## src/btlp_pkg.sv

```systemverilog
// ----------------------------------------------------------------------------
// btlp_pkg: shared types and constants of the tile layout packer
// Configuration and cell record types, register indexes, carrier codes and
// the padded plane geometry.
// ----------------------------------------------------------------------------
package btlp_pkg;

   localparam int unsigned MAX_PADDED_ROWS    = 1024;
   localparam int unsigned MAX_PADDED_COLUMNS = 2048;
   localparam int unsigned CELL_SPAN          = MAX_PADDED_ROWS * MAX_PADDED_COLUMNS;

   localparam int unsigned CELL_INDEX_W = 21;
   localparam int unsigned CARRIER_W    = 32;
   localparam int unsigned ACCUM_W      = 64;

   // register indexes (byte address / 4)
   localparam logic [2:0] CSR_ROW_COUNT    = 3'd0;
   localparam logic [2:0] CSR_COLUMN_COUNT = 3'd1;
   localparam logic [2:0] CSR_ELEMENT_BITS = 3'd2;
   localparam logic [2:0] CSR_CARRIER_CODE = 3'd3;
   localparam logic [2:0] CSR_TILE_COLUMNS = 3'd4;
   localparam logic [2:0] CSR_START_OFFSET = 3'd5;

   // carrier cell sizes
   localparam logic [1:0] CARRIER_BYTE = 2'd0;
   localparam logic [1:0] CARRIER_HALF = 2'd1;
   localparam logic [1:0] CARRIER_WORD = 2'd2;

   typedef struct packed {
      logic [10:0] row_count;
      logic [11:0] column_count;
      logic [6:0]  element_bits;
      logic [1:0]  carrier_code;
      logic [6:0]  tile_columns;
      logic [2:0]  start_offset;
   } btlp_cfg_type;

   typedef struct packed {
      logic [CELL_INDEX_W-1:0] cell_index;
      logic [CARRIER_W-1:0]    carrier_data;
      logic                    last_of_byte;
      logic                    plane_done;
   } btlp_cell_type;

endpackage

```

## src/btlp_csr.sv

```systemverilog
// ----------------------------------------------------------------------------
// btlp_csr: configuration registers
// APB-style register file, one 32-bit word per register, never adds wait states.
// ----------------------------------------------------------------------------
module btlp_csr
   import btlp_pkg::*;
(
   input  logic         clock,
   input  logic         reset,
   input  logic         csr_psel,
   input  logic         csr_penable,
   input  logic         csr_pwrite,
   input  logic [4:0]   csr_paddr,
   input  logic [31:0]  csr_pwdata,
   output logic [31:0]  csr_prdata,
   output logic         csr_pready,
   output btlp_cfg_type cfg
);

   btlp_cfg_type cfg_ff, cfg_in;
   logic [2:0]   reg_index;
   logic         write_en;

   assign reg_index  = csr_paddr[4:2];
   assign write_en   = csr_psel && csr_penable && csr_pwrite;
   assign csr_pready = 1'b1;
   assign cfg        = cfg_ff;

   always_comb begin
      cfg_in = cfg_ff;
      if (write_en) begin
         case (reg_index)
            CSR_ROW_COUNT:    cfg_in.row_count    = csr_pwdata[10:0];
            CSR_COLUMN_COUNT: cfg_in.column_count = csr_pwdata[11:0];
            CSR_ELEMENT_BITS: cfg_in.element_bits = csr_pwdata[6:0];
            CSR_CARRIER_CODE: cfg_in.carrier_code = csr_pwdata[1:0];
            CSR_TILE_COLUMNS: cfg_in.tile_columns = csr_pwdata[6:0];
            CSR_START_OFFSET: cfg_in.start_offset = csr_pwdata[2:0];
            default:          cfg_in = cfg_ff;
         endcase
      end
   end

   always_comb begin
      case (reg_index)
         CSR_ROW_COUNT:    csr_prdata = {21'd0, cfg_ff.row_count};
         CSR_COLUMN_COUNT: csr_prdata = {20'd0, cfg_ff.column_count};
         CSR_ELEMENT_BITS: csr_prdata = {25'd0, cfg_ff.element_bits};
         CSR_CARRIER_CODE: csr_prdata = {30'd0, cfg_ff.carrier_code};
         CSR_TILE_COLUMNS: csr_prdata = {25'd0, cfg_ff.tile_columns};
         CSR_START_OFFSET: csr_prdata = {29'd0, cfg_ff.start_offset};
         default:          csr_prdata = 32'd0;
      endcase
   end

   always_ff @(posedge clock) begin
      if (reset) begin
         cfg_ff.row_count    <= 11'd1;
         cfg_ff.column_count <= 12'd1;
         cfg_ff.element_bits <= 7'd8;
         cfg_ff.carrier_code <= CARRIER_WORD;
         cfg_ff.tile_columns <= 7'd1;
         cfg_ff.start_offset <= 3'd0;
      end else begin
         cfg_ff <= cfg_in;
      end
   end

endmodule

```

## src/btlp_tile_index.sv

```systemverilog
// ----------------------------------------------------------------------------
// btlp_tile_index: tile-major cell address
// Maps a row and native column to 32x32 tiles of four 16x16 faces, wrapped
// to the padded plane size.
// ----------------------------------------------------------------------------
module btlp_tile_index
   import btlp_pkg::*;
(
   input  logic [10:0]             row,
   input  logic [12:0]             column,
   input  logic [6:0]              tile_columns,
   output logic [CELL_INDEX_W-1:0] cell_index
);

   logic [12:0] tile_row_base;
   logic [13:0] tile;
   logic [23:0] index_full;

   assign tile_row_base = {7'd0, row[10:5]} * {6'd0, tile_columns};
   assign tile          = {1'b0, tile_row_base} + {6'd0, column[12:5]};
   // face is {row bit 4, column bit 4}; inside a face the order is row-major
   assign index_full    = {tile, row[4], column[4], row[3:0], column[3:0]};
   assign cell_index    = CELL_INDEX_W'({8'd0, index_full} % CELL_SPAN);

endmodule

```

## src/btlp_bit_gather.sv

```systemverilog
// ----------------------------------------------------------------------------
// btlp_bit_gather: byte register and element extraction
// Holds one byte, pulls its elements out of it while the output stage is ready, walks the
// row/column counters and builds the carrier cell for the output stage.
// ----------------------------------------------------------------------------
module btlp_bit_gather
   import btlp_pkg::*;
(
   input  logic          clock,
   input  logic          reset,
   input  btlp_cfg_type  cfg,
   input  logic          req_valid,
   output logic          req_ready,
   input  logic [7:0]    req_source_byte,
   input  logic          out_ready,
   output logic          cell_valid,
   output btlp_cell_type cell_out
);

   logic               work_valid_ff, work_valid_in;
   logic [7:0]         byte_ff, byte_in;
   logic [2:0]         pos_ff, pos_in;
   logic               part_ff, part_in;
   logic [ACCUM_W-1:0] accum_ff, accum_in;
   logic [6:0]         fill_ff, fill_in;
   logic [10:0]        row_ff, row_in;
   logic [11:0]        col_ff, col_in;
   logic               pending_ff, pending_in;
   logic               finished_ff, finished_in;

   logic [6:0]         width;
   logic               two_parts;
   logic [6:0]         need;
   logic [3:0]         avail;
   logic               complete;
   logic [3:0]         take;
   logic [7:0]         take_mask;
   logic [7:0]         new_bits;
   logic [ACCUM_W-1:0] merged;
   logic [ACCUM_W-1:0] width_mask;
   logic [ACCUM_W-1:0] value;
   logic [3:0]         rem_pos;
   logic [3:0]         rem;
   logic               more;
   logic               col_last;
   logic               row_last;
   logic               last_elem;
   logic               final_part;
   logic [12:0]        native_col;
   logic [ACCUM_W-1:0] part_value;
   logic [CARRIER_W-1:0] carrier_mask;
   logic               step_en;
   logic               byte_done;
   logic               plane_empty;

   assign width = (cfg.element_bits == 7'd0) ? 7'd1 :
                  (cfg.element_bits > 7'd64) ? 7'd64 : cfg.element_bits;
   assign two_parts = width > 7'd32;

   // bits still needed to close the element; a fill already past the width
   // closes it on the next bit
   assign need      = (fill_ff >= width) ? 7'd1 : width - fill_ff;
   assign avail     = 4'd8 - {1'b0, pos_ff};
   assign complete  = need <= {3'd0, avail};
   assign take      = complete ? need[3:0] : avail;
   assign take_mask = 8'((9'd1 << take) - 9'd1);
   assign new_bits  = (byte_ff >> pos_ff) & take_mask;
   assign merged    = accum_ff | ({56'd0, new_bits} << fill_ff);
   assign width_mask = (width == 7'd64) ? '1 : ((64'd1 << width) - 64'd1);
   assign value     = merged & width_mask;

   assign rem_pos   = {1'b0, pos_ff} + need[3:0];
   assign rem       = 4'd8 - rem_pos;
   assign more      = {3'd0, rem} >= width;

   assign col_last  = ({1'b0, col_ff} + 13'd1) >= {1'b0, cfg.column_count};
   assign row_last  = ({1'b0, row_ff} + 12'd1) >= {1'b0, cfg.row_count};
   assign last_elem = col_last && row_last;
   assign final_part = !two_parts || part_ff;
   assign native_col = two_parts ? {col_ff, part_ff} : {1'b0, col_ff};

   assign plane_empty = (cfg.row_count == 11'd0) || (cfg.column_count == 12'd0);

   always_comb begin
      case (cfg.carrier_code)
         CARRIER_BYTE: begin
            part_value   = part_ff ? (value >> 8) : value;
            carrier_mask = 32'h0000_00FF;
         end
         CARRIER_HALF: begin
            part_value   = part_ff ? (value >> 16) : value;
            carrier_mask = 32'h0000_FFFF;
         end
         default: begin
            part_value   = part_ff ? (value >> 32) : value;
            carrier_mask = 32'hFFFF_FFFF;
         end
      endcase
   end

   btlp_tile_index u_tile_index (
      .row          (row_ff),
      .column       (native_col),
      .tile_columns (cfg.tile_columns),
      .cell_index   (cell_out.cell_index)
   );

   assign cell_out.carrier_data = part_value[CARRIER_W-1:0] & carrier_mask;
   assign cell_out.last_of_byte = final_part && (last_elem || !more);
   assign cell_out.plane_done   = final_part && last_elem;

   assign step_en = work_valid_ff && out_ready;

   always_comb begin
      work_valid_in = work_valid_ff;
      byte_in       = byte_ff;
      pos_in        = pos_ff;
      part_in       = part_ff;
      accum_in      = accum_ff;
      fill_in       = fill_ff;
      row_in        = row_ff;
      col_in        = col_ff;
      pending_in    = pending_ff;
      finished_in   = finished_ff;
      cell_valid    = 1'b0;
      byte_done     = 1'b0;

      if (step_en) begin
         if (finished_ff) begin
            // drop items past the end of the plane
            byte_done = 1'b1;
         end else if (!complete) begin
            accum_in  = merged;
            fill_in   = fill_ff + {3'd0, avail};
            byte_done = 1'b1;
         end else begin
            cell_valid = 1'b1;
            if (two_parts && !part_ff) begin
               part_in = 1'b1;
            end else begin
               part_in  = 1'b0;
               accum_in = '0;
               fill_in  = 7'd0;
               if (col_last) begin
                  col_in = 12'd0;
                  if (row_last) begin
                     row_in      = 11'd0;
                     finished_in = 1'b1;
                  end else begin
                     row_in = row_ff + 11'd1;
                  end
               end else begin
                  col_in = col_ff + 12'd1;
               end
               if (last_elem) begin
                  byte_done = 1'b1;
               end else if (more) begin
                  pos_in = rem_pos[2:0];
               end else begin
                  // too few bits left for another element: absorb them
                  accum_in  = {56'd0, byte_ff >> rem_pos};
                  fill_in   = {3'd0, rem};
                  byte_done = 1'b1;
               end
            end
         end
      end

      if (byte_done) begin
         work_valid_in = 1'b0;
      end

      req_ready = !work_valid_ff || byte_done;

      if (req_valid && req_ready && !plane_empty) begin
         work_valid_in = 1'b1;
         byte_in       = req_source_byte;
         pos_in        = pending_ff ? cfg.start_offset : 3'd0;
         part_in       = 1'b0;
         pending_in    = 1'b0;
      end
   end

   always_ff @(posedge clock) begin
      if (reset) begin
         work_valid_ff <= 1'b0;
         part_ff       <= 1'b0;
         accum_ff      <= '0;
         fill_ff       <= 7'd0;
         row_ff        <= 11'd0;
         col_ff        <= 12'd0;
         pending_ff    <= 1'b1;
         finished_ff   <= 1'b0;
      end else begin
         work_valid_ff <= work_valid_in;
         part_ff       <= part_in;
         accum_ff      <= accum_in;
         fill_ff       <= fill_in;
         row_ff        <= row_in;
         col_ff        <= col_in;
         pending_ff    <= pending_in;
         finished_ff   <= finished_in;
      end
   end

   always_ff @(posedge clock) begin
      byte_ff <= byte_in;
      pos_ff  <= pos_in;
   end

endmodule

```

## src/bitstream_to_tile_layout_packer.sv

```systemverilog
// ----------------------------------------------------------------------------
// bitstream_to_tile_layout_packer: packed bitstream to tiled cell stream
// The first cell of an item passes the byte register, then the output register.
// Throughput: an item holds the byte register until its cells have entered the
// single output register that moves one cell per cycle while rsp_ready is high.
// A new item is taken in the cycle that the previous one finishes.
// Reset (synchronous): restores register defaults and clears all plane state.
// ----------------------------------------------------------------------------
module bitstream_to_tile_layout_packer
   import btlp_pkg::*;
(
   input  logic                    clock,
   input  logic                    reset,
   input  logic                    req_valid,
   output logic                    req_ready,
   input  logic [7:0]              req_source_byte,
   output logic                    rsp_valid,
   input  logic                    rsp_ready,
   output logic [CELL_INDEX_W-1:0] rsp_cell_index,
   output logic [CARRIER_W-1:0]    rsp_carrier_data,
   output logic                    rsp_last_of_byte,
   output logic                    rsp_plane_done,
   input  logic                    csr_psel,
   input  logic                    csr_penable,
   input  logic                    csr_pwrite,
   input  logic [4:0]              csr_paddr,
   input  logic [31:0]             csr_pwdata,
   output logic [31:0]             csr_prdata,
   output logic                    csr_pready
);

   btlp_cfg_type  cfg;
   btlp_cell_type gather_cell;
   logic          cell_valid;
   logic          out_advance;

   logic          rsp_valid_ff, rsp_valid_in;
   btlp_cell_type rsp_cell_ff, rsp_cell_in;

   btlp_csr u_csr (
      .clock       (clock),
      .reset       (reset),
      .csr_psel    (csr_psel),
      .csr_penable (csr_penable),
      .csr_pwrite  (csr_pwrite),
      .csr_paddr   (csr_paddr),
      .csr_pwdata  (csr_pwdata),
      .csr_prdata  (csr_prdata),
      .csr_pready  (csr_pready),
      .cfg         (cfg)
   );

   btlp_bit_gather u_gather (
      .clock           (clock),
      .reset           (reset),
      .cfg             (cfg),
      .req_valid       (req_valid),
      .req_ready       (req_ready),
      .req_source_byte (req_source_byte),
      .out_ready       (out_advance),
      .cell_valid      (cell_valid),
      .cell_out        (gather_cell)
   );

   // output register advances when empty or when its cell is taken
   assign out_advance = !rsp_valid_ff || rsp_ready;

   always_comb begin
      rsp_valid_in = rsp_valid_ff;
      rsp_cell_in  = rsp_cell_ff;
      if (out_advance) begin
         rsp_valid_in = cell_valid;
         rsp_cell_in  = gather_cell;
      end
   end

   always_ff @(posedge clock) begin
      if (reset) begin
         rsp_valid_ff <= 1'b0;
      end else begin
         rsp_valid_ff <= rsp_valid_in;
      end
   end

   always_ff @(posedge clock) begin
      rsp_cell_ff <= rsp_cell_in;
   end

   assign rsp_valid        = rsp_valid_ff;
   assign rsp_cell_index   = rsp_cell_ff.cell_index;
   assign rsp_carrier_data = rsp_cell_ff.carrier_data;
   assign rsp_last_of_byte = rsp_cell_ff.last_of_byte;
   assign rsp_plane_done   = rsp_cell_ff.plane_done;

endmodule

```

## config.mk

```make
export PLATFORM = sky130hd
export DESIGN_NAME = bitstream_to_tile_layout_packer
export DESIGN_NICKNAME = d
export VERILOG_FILES = /design/src/btlp_pkg.sv /design/src/btlp_csr.sv /design/src/btlp_tile_index.sv /design/src/btlp_bit_gather.sv /design/src/bitstream_to_tile_layout_packer.sv
export SDC_FILE = /design/constraint.sdc
export NUM_CORES = 1
export LEC_CHECK = 0
export ABC_AREA = 0
export BUFFER_PORTS_ARGS = -buffer_cell sky130_fd_sc_hd__buf_2
export CORE_MARGIN = 2
export CORE_UTILIZATION = 59
export CTS_BUF_LIST = sky130_fd_sc_hd__clkbuf_4
export DETAILED_ROUTE_END_ITERATION = 7
export PLACE_DENSITY = 0.85
export SLEW_MARGIN = 20
export SYNTH_ARGS = -nofsm -noshare
export SYNTH_HDL_FRONTEND = slang
export SYNTH_SLANG_ARGS = --single-unit
```

## constraint.sdc

```tcl
create_clock -name clock -period 9.5 [get_ports clock]
set_input_delay 0.475 -clock clock [delete_from_list [all_inputs] [get_ports clock]]
set_output_delay 0.475 -clock clock [all_outputs]
set_load 0.05 [all_outputs]
```

==> results of run 1 <==
[Yosys cell counts (all sizes together) (39+ instances only)]
master | instances | area [um2]
mux2i | 61 | 611
nor2 | 243 | 912
nand3 | 47 | 235
nor3 | 51 | 260
dfxtp | 141 | 2820
edfxtp | 66 | 1980
nand2 | 199 | 747
ha | 71 | 888
o21ai | 88 | 444
inv | 98 | 368
buf | 39 | 235
clkbuf | 91 | 343
a21oi | 188 | 945
[worst paths after layout]
kind / from / end / slack (ns)
worst min-delay path: csr_pwdata[11] / u_csr.cfg[30]$_SDFFE_PP0P_ / 0.04
worst max-delay path: u_csr.cfg[13]$_SDFFE_PP0P_ / rsp_carrier_data[6]$_DFFE_PN_ / 0.82
worst min register to register: u_gather.accum_ff[2]$_SDFFE_PP0P_ / u_gather.accum_ff[2]$_SDFFE_PP0P_ / 0.46
worst max register to register: u_csr.cfg[13]$_SDFFE_PP0P_ / rsp_carrier_data[6]$_DFFE_PN_ / 0.82
[state kept, by name (all words and copies together) (netlist names)]
name / cells
u_gather.accum_ff: 64
u_csr.cfg: 42
rsp_carrier_data: 32
rsp_cell_index: 21
u_gather.col_ff: 12
u_gather.row_ff: 11
u_gather.byte_ff: 8
u_gather.fill_ff: 7
u_gather.pos_ff: 3
rsp_last_of_byte: 1
rsp_plane_done: 1
rsp_valid: 1
u_gather.finished_ff: 1
u_gather.part_ff: 1
u_gather.pending_ff: 1
u_gather.work_valid_ff: 1
[cells by family (layout without fill, tap and decap cells)]
kind of cell / Yosys count / in the layout / synth area share [%]
other cells: 2 / 23 / 0.0485
compound gates: 548 / 548 / 23.3
buf+inv: 230 / 353 / 6.15
flops: 207 / 207 / 31.0
mux: 82 / 82 / 5.78
simple gates: 706 / 706 / 21.1
xor+xnor: 56 / 56 / 3.17
fa+ha+maj: 100 / 100 / 9.42
[through the flow]
step	instance area (um2)	worst slack [ns]	instances	power, mW	hold slack, ns
2_1_floorplan	15600	2.03	1951	3.24	0.421
3_3_place_gp	16200	1.53	2293	4.08	0.437
3_5_place_dp	16200	1.39	2293	4.13	0.443
4_1_cts	17100	1.34	2409	5.01	0.00293
5_1_grt	17100	0.603	2410	5.38	0.0250
6_report	17100	0.815	2410	5.13	0.0391
[critical path: cells and delay by family (launching register included)]
family          cells  cell delay, ns
buf+inv             2            0.50
flops               1            0.30
fa+ha+maj           3            1.10
simple gates       12            3.44
compound gates     13            3.05
[report_power, final]
group          switching (mW)  total (mW)  internal (mW)
Clock                   0.396       0.866          0.470
Sequential              0.118        1.15           1.03
Combinational            2.15        3.11          0.962
Total                    2.66        5.13           2.46
[metal layers]
layer  vias to the layer above  wire length (um)  GRT usage (%)
met3                       171              5950           6.39
li1                       7156                 -              -
met5                         -                 0              0
met4                         0              2550           17.4
met1                      7407             21400           51.9
met2                      1061             24100           59.8
[area by class of cell]
type,count,area [um2],area share [%]
flip-flops and latches,207,4800,28.1
clock inverters,10,71.3,0.417
diodes,1,2.50,0.0146
well taps,335,419,2.45
multi-input cells,1514,9830,57.4
inverters,100,375,2.19
repair buffers,149,903,5.28
clock buffers,94,706,4.12
[what timing repair did]
action | in CTS | in global routing
setup endpoints to repair | 0 | 0
hold buffers | 12 | 0
endpoints found under the hold margin | 14 | 0
setup buffers | 0 | 0
==> results.txt, run 1 <==
- Status: completed
- After detailed routing, the number of remaining DRC violations is 0.
- Relative to the synthesized area, the layout overhead comes to 10.5%.
* Worst Reg-to-Reg Cells: 30
- TritonCTS built the clock tree.
- The pre-antenna-repair detailed-routing pass consisted of 6 iterations.
- Most common cell after layout, fill and taps aside: sky130_fd_sc_hd__nor2_1
- Setup TNS after final layout: 0 ns
- Most instantiated flip-flop cell in the synthesis netlist: sky130_fd_sc_hd__dfxtp_1
* Worst hold path depth: 3
* Ys Warns: 0
- Clock edge transition at the registers on the reported setup and hold paths: 0.07 ns
- The final route contains 15.8k vias.
- The H-tree generated during clock tree synthesis spans 2 levels.
- For this configuration, the core starts out at a cell density of 59.8%.
* Delay contributed by the slowest stage of the critical path: 0.54 ns
- The worst setup path is captured at a flip-flop.
- Pins over their slew limit: 0
- Cell area power density: 300 nW/um2
- The cell count after synthesis came out at 1931.
- Total overflow reported by the global router: 0
* CP Data Required Time: 9.93 ns
* Sequential share of the synthesized area: 31.0%
* Number of DRC markers after the initial detailed-route iteration: 1982
* Fin crit period: 8.68 ns
* Die width: 166 um
* Post-synth EDFFs: 66
- The worst pin sits at a relative slew slack of 25.9%.
- Across the routed clock network, the largest skew measured is 0.0425 ns.
- STA classifies the critical path startpoint as a flip-flop.
- DRT antenna net count: 0
- Maxcap violations: 0
* Final setup violating endpoints: 0
- Post-synthesis instance area: 15500 um2
- Wirelength per Cell: 22.4 um
* GPL Wtd Cong: 1.03
* Nets: 2180
- The number of antenna violations at the first check in global routing came to 1.
- Later-pin clock latency in the skew report: 0.72 ns
- Largest net degree at the start of global routing: 81
- Number of global-route vias before repair: 14.9k
- Buffer levels on the longest clock path: 3
- At the pin with the least slew margin, the transition time is 1.10 ns.
- Fill cells in the final layout number 2223.
- Path type of the worst min-delay path: primary input to flip-flop
- Category of the most critical setup path: flip-flop to flip-flop
* Commonest cells after routing, fill and taps aside: sky130_fd_sc_hd__nor2_1 (243), sky130_fd_sc_hd__nand2_1 (199), sky130_fd_sc_hd__a21oi_1 (187)
* Post-DP HPWL: 39.4 mm
* Data arrival time of the worst path: 9.12 ns
- The die covers 27600 um2.
- The die is 166 um tall.
- Mean cell area of the mapped netlist: 8.02 um2
* Placeable core region: 25900 um2
* Number of clock buffers inserted by TritonCTS: 57
* Number of sinks handled by clock tree synthesis: 207
- 142 I/O pins were placed.
* Lkg Pwr: 7.22 nW
* Num rows: 59
* Most frequent cell on the critical path: sky130_fd_sc_hd__nor2_1
- Port Buffers: 98
* Routed via count divided by cell count: 6.55
- Share of the clock period used by the worst path: 91.4%
- In the global route stage, overall resource usage came out at 38.2%.
* Fmax: 115 MHz
* Cell with the largest stage delay on the worst path: sky130_fd_sc_hd__nor4_1
- RSZ-0062 raised after global routing: no
* Final number of hold-violating endpoints: 0
* Share of layout cells above drive strength 1: 14.0%
* First-pass GRT wire length: 83.8 mm
* Worst VDD drop: 0.000246 V
- Core occupancy in the finished layout: 66.0%
- After synthesis, the share of flip-flops with an asynchronous set or reset is 0%.
- Maximum net fanout on the critical path: 10
* Wirelength, routed: 54.0 mm
* Distinct cells, synth: 94
- Synthesis inferred 207 register bits.
* CTS root buffer: sky130_fd_sc_hd__clkbuf_4
- CTS resizes: 0
(Power assumes the default switching activity.)
==> run 2: changes to the inputs <==
CORE_MARGIN = 3   (was 2)
HOLD_SLACK_MARGIN = 0.03   (was not set)
==> results.txt, run 2 (same netlist as run 1, synthesis figures left out) <==
- Floorplan die area: 28200 um2
- The worst-case IR drop observed on VDD is 0.000276 V.
- The tool flagged a number of max-cap violations equal to 0.
- Nets: 2182
- Worst Setup Slack, final: 1.16 ns
- From left edge to right edge, the die measures 168 um.
- Setup skew after layout: 0.0577 ns
* GPL Wtd Cong: 1.05
* Number of top-level design ports: 142
- Core occupancy in the finished layout: 67.1%
- For this design, the sink count on the clock tree is 207.
* Wirelength per Cell: 22.5 um
- Clock edge transition at the registers on the reported setup and hold paths: 0.07 ns
* Most common cell after layout, fill and taps aside: sky130_fd_sc_hd__nor2_1
- Measured in cells, the most critical reg-to-reg path has a length of 30.
* Final number of hold-violating endpoints: 0
- For this run, the top clock speed supported by timing is 120 MHz.
* Share of layout cells above drive strength 1: 13.7%
* Final setup violating endpoints: 0
- Growth of design area from synthesis to finish: 10.3%
- Data on the critical path is required at its endpoint by 9.99 ns.
- Reg2Reg Capture Point: rsp_carrier_data[27]$_DFFE_PN_
- Hold Startpoint: csr_pwdata[6]
- Count of filler cells inserted in the layout: 2134
- CTS Hold Bufs: 13
- Starting utilization of the core area: 60.8%
* Lkg Pwr: 7.21 nW
- Once detail routing completed, the nets flagged for antenna violations numbered 0.
- Cell area power density: 298 nW/um2
- The worst pin sits at a relative slew slack of 27.5%.
* Category of the most critical setup path: flip-flop to flip-flop
- Among all stages on the critical path, the largest delay is contributed by sky130_fd_sc_hd__a22o_1.
- Pins over their slew limit: 0
- Setup repair after global routing left no endpoint under its margin.
- Startpoint types: flip-flop
* Data arrival time of the worst path: 8.83 ns
- Across the whole layout, storage elements account for 4800 um2.
- Startpoint of the worst register-to-register path: u_csr.cfg[13]$_SDFFE_PP0P_
- Routed via count divided by cell count: 6.59
- Fin Hold WS: 0.0756 ns
- The path with the worst hold slack has its endpoint at u_csr.cfg[25]$_SDFFE_PP0P_.
- The number of global-route vias before repair is 14.9k.
- The register with the most flip-flops in the layout has 64 of them.
- STA classifies the critical path endpoint as a flip-flop.
- Commonest cells after routing, fill and taps aside: sky130_fd_sc_hd__nor2_1 (243), sky130_fd_sc_hd__nand2_1 (199), sky130_fd_sc_hd__a21oi_1 (187)
- For this run, the total global-route usage over all layers was measured as 36.9%.
* Share of the clock period used by the worst path: 87.8%
* Post-DP HPWL: 39.4 mm
- Num rows: 58
- Along the worst hold path, the cell count comes to 3.
- Area after DPL: 16200 um2
- Number of clock buffers inserted by TritonCTS: 56
- The die is 168 um tall.
- First-pass GRT wire length: 83.4 mm
* Wirelength, routed: 54.2 mm
- The cell sitting at the root of the clock tree is a sky130_fd_sc_hd__clkbuf_4.
- Counting stages on the worst path, the most repeated cell is sky130_fd_sc_hd__nor2_1.
- CTS resizes: 0
* DRC violation count after routing: 0
- Of all nets on the critical path, the largest fanout is 10.
* Number of DRC markers after the initial detailed-route iteration: 1993
- Later-pin clock latency in the skew report: 0.72 ns
* Setup slack of the worst register-to-register path: 1.16 ns
- Subtracting the final worst setup slack from the clock period gives 8.34 ns.
- In this run the deepest clock path goes through 3 buffers.
- u_gather.accum_ff holds more flip-flops than any other register.
* CTS tree: yes
- Path type of the worst min-delay path: primary input to flip-flop
- The finished cells cover 17100 um2.
- Antenna violations before repair: 1
- Post-CTS setup buffer count: 0
- Prior to clock tree synthesis, the placed netlist has a worst setup slack of 1.46 ns.
* Status: completed
* Setup TNS after final layout: 0 ns
- In the final layout, the multi-input gates occupy 9820 um2.
- For the pin with the worst max-slew slack, the measured transition is 1.08 ns.
- During placement, the flow inserted port buffers numbering 98.
- On the worst path, the slowest cell contributes a delay of 0.60 ns.
- Number of iterations in the first detailed-routing pass: 6
* Largest net degree at the start of global routing: 72
* Total overflow reported by the global router: 0
- The routed layout has 15.9k vias.
* Placeable core region: 25500 um2
* Clock H-tree levels: 2
-- run 2: cell types whose count changed in the layout (fill, tap and decap cells not counted) --
cell	change
sky130_fd_sc_hd__dlygate4sd3_1	+1
sky130_fd_sc_hd__inv_2	+1
sky130_fd_sc_hd__buf_4	+2
sky130_fd_sc_hd__o21ai_2	-1
sky130_fd_sc_hd__nor4_2	-1
sky130_fd_sc_hd__clkinv_2	-1
sky130_fd_sc_hd__o21ai_1	+1
sky130_fd_sc_hd__nor4_1	+1
sky130_fd_sc_hd__clkbuf_4	-6
sky130_fd_sc_hd__clkinv_1	+5
-- run 2: per-layer routing --
layer	GRT usage (%)	up-vias	share of wire, %
met5	0	-	0
met4	18.5	0	5.7
met3	7.84	233	11
met2	57.5	1055	44
met1	48.6	7425	39
li1	-	7157	-
-- run 2: worst max path at each step --
stage | slack [ns] | cells after the start | start | end
CTS | 1.41 | 30 | u_csr.cfg[13]$_SDFFE_PP0P_ | rsp_carrier_data[27]$_DFFE_PN_
detailed placement | 1.46 | 30 | u_csr.cfg[13]$_SDFFE_PP0P_ | rsp_carrier_data[27]$_DFFE_PN_
global route | 0.73 | 30 | u_csr.cfg[13]$_SDFFE_PP0P_ | rsp_carrier_data[27]$_DFFE_PN_
floorplan | 2.03 | 30 | u_csr.cfg[14]$_SDFFE_PP0P_ | u_gather.pos_ff[0]$_DFFE_PP_
finish | 1.16 | 30 | u_csr.cfg[13]$_SDFFE_PP0P_ | rsp_carrier_data[27]$_DFFE_PN_
global placement | 1.71 | 29 | u_csr.cfg[13]$_SDFFE_PP0P_ | rsp_carrier_data[0]$_DFFE_PN_
-- run 2: layout make-up --
| cell class | instances | share of cell area (%) |
|---|---|---|
| inverters | 100 | 2.20 |
| clock inverters | 15 | 0.520 |
| flip-flops and latches | 207 | 28.1 |
| repair buffers | 152 | 5.43 |
| clock buffers | 88 | 3.87 |
| diodes | 1 | 0.0146 |
| multi-input cells | 1514 | 57.4 |
| well taps | 330 | 2.42 |
-- run 2: critical path, delay by kind of cell, from the launching register on --
family / cells / cell delay (ns)
compound gates: 13 / 3.20
fa+ha+maj: 3 / 1.04
buf+inv: 2 / 0.48
flops: 1 / 0.31
simple gates: 12 / 3.07
-- run 2: metrics by stage --
stage | total power, mW | std cells
after floorplan | 3.24 | 1951
after global placement | 4.08 | 2290
after detailed placement | 4.11 | 2290
after CTS | 4.98 | 2406
after global routing | 5.32 | 2407
final | 5.09 | 2407
-- run 2: report_power, final --
part	switching (mW)	internal, mW
sequential	0.105	1.03
clock	0.402	0.446
combinational	2.13	0.966
total	2.64	2.45
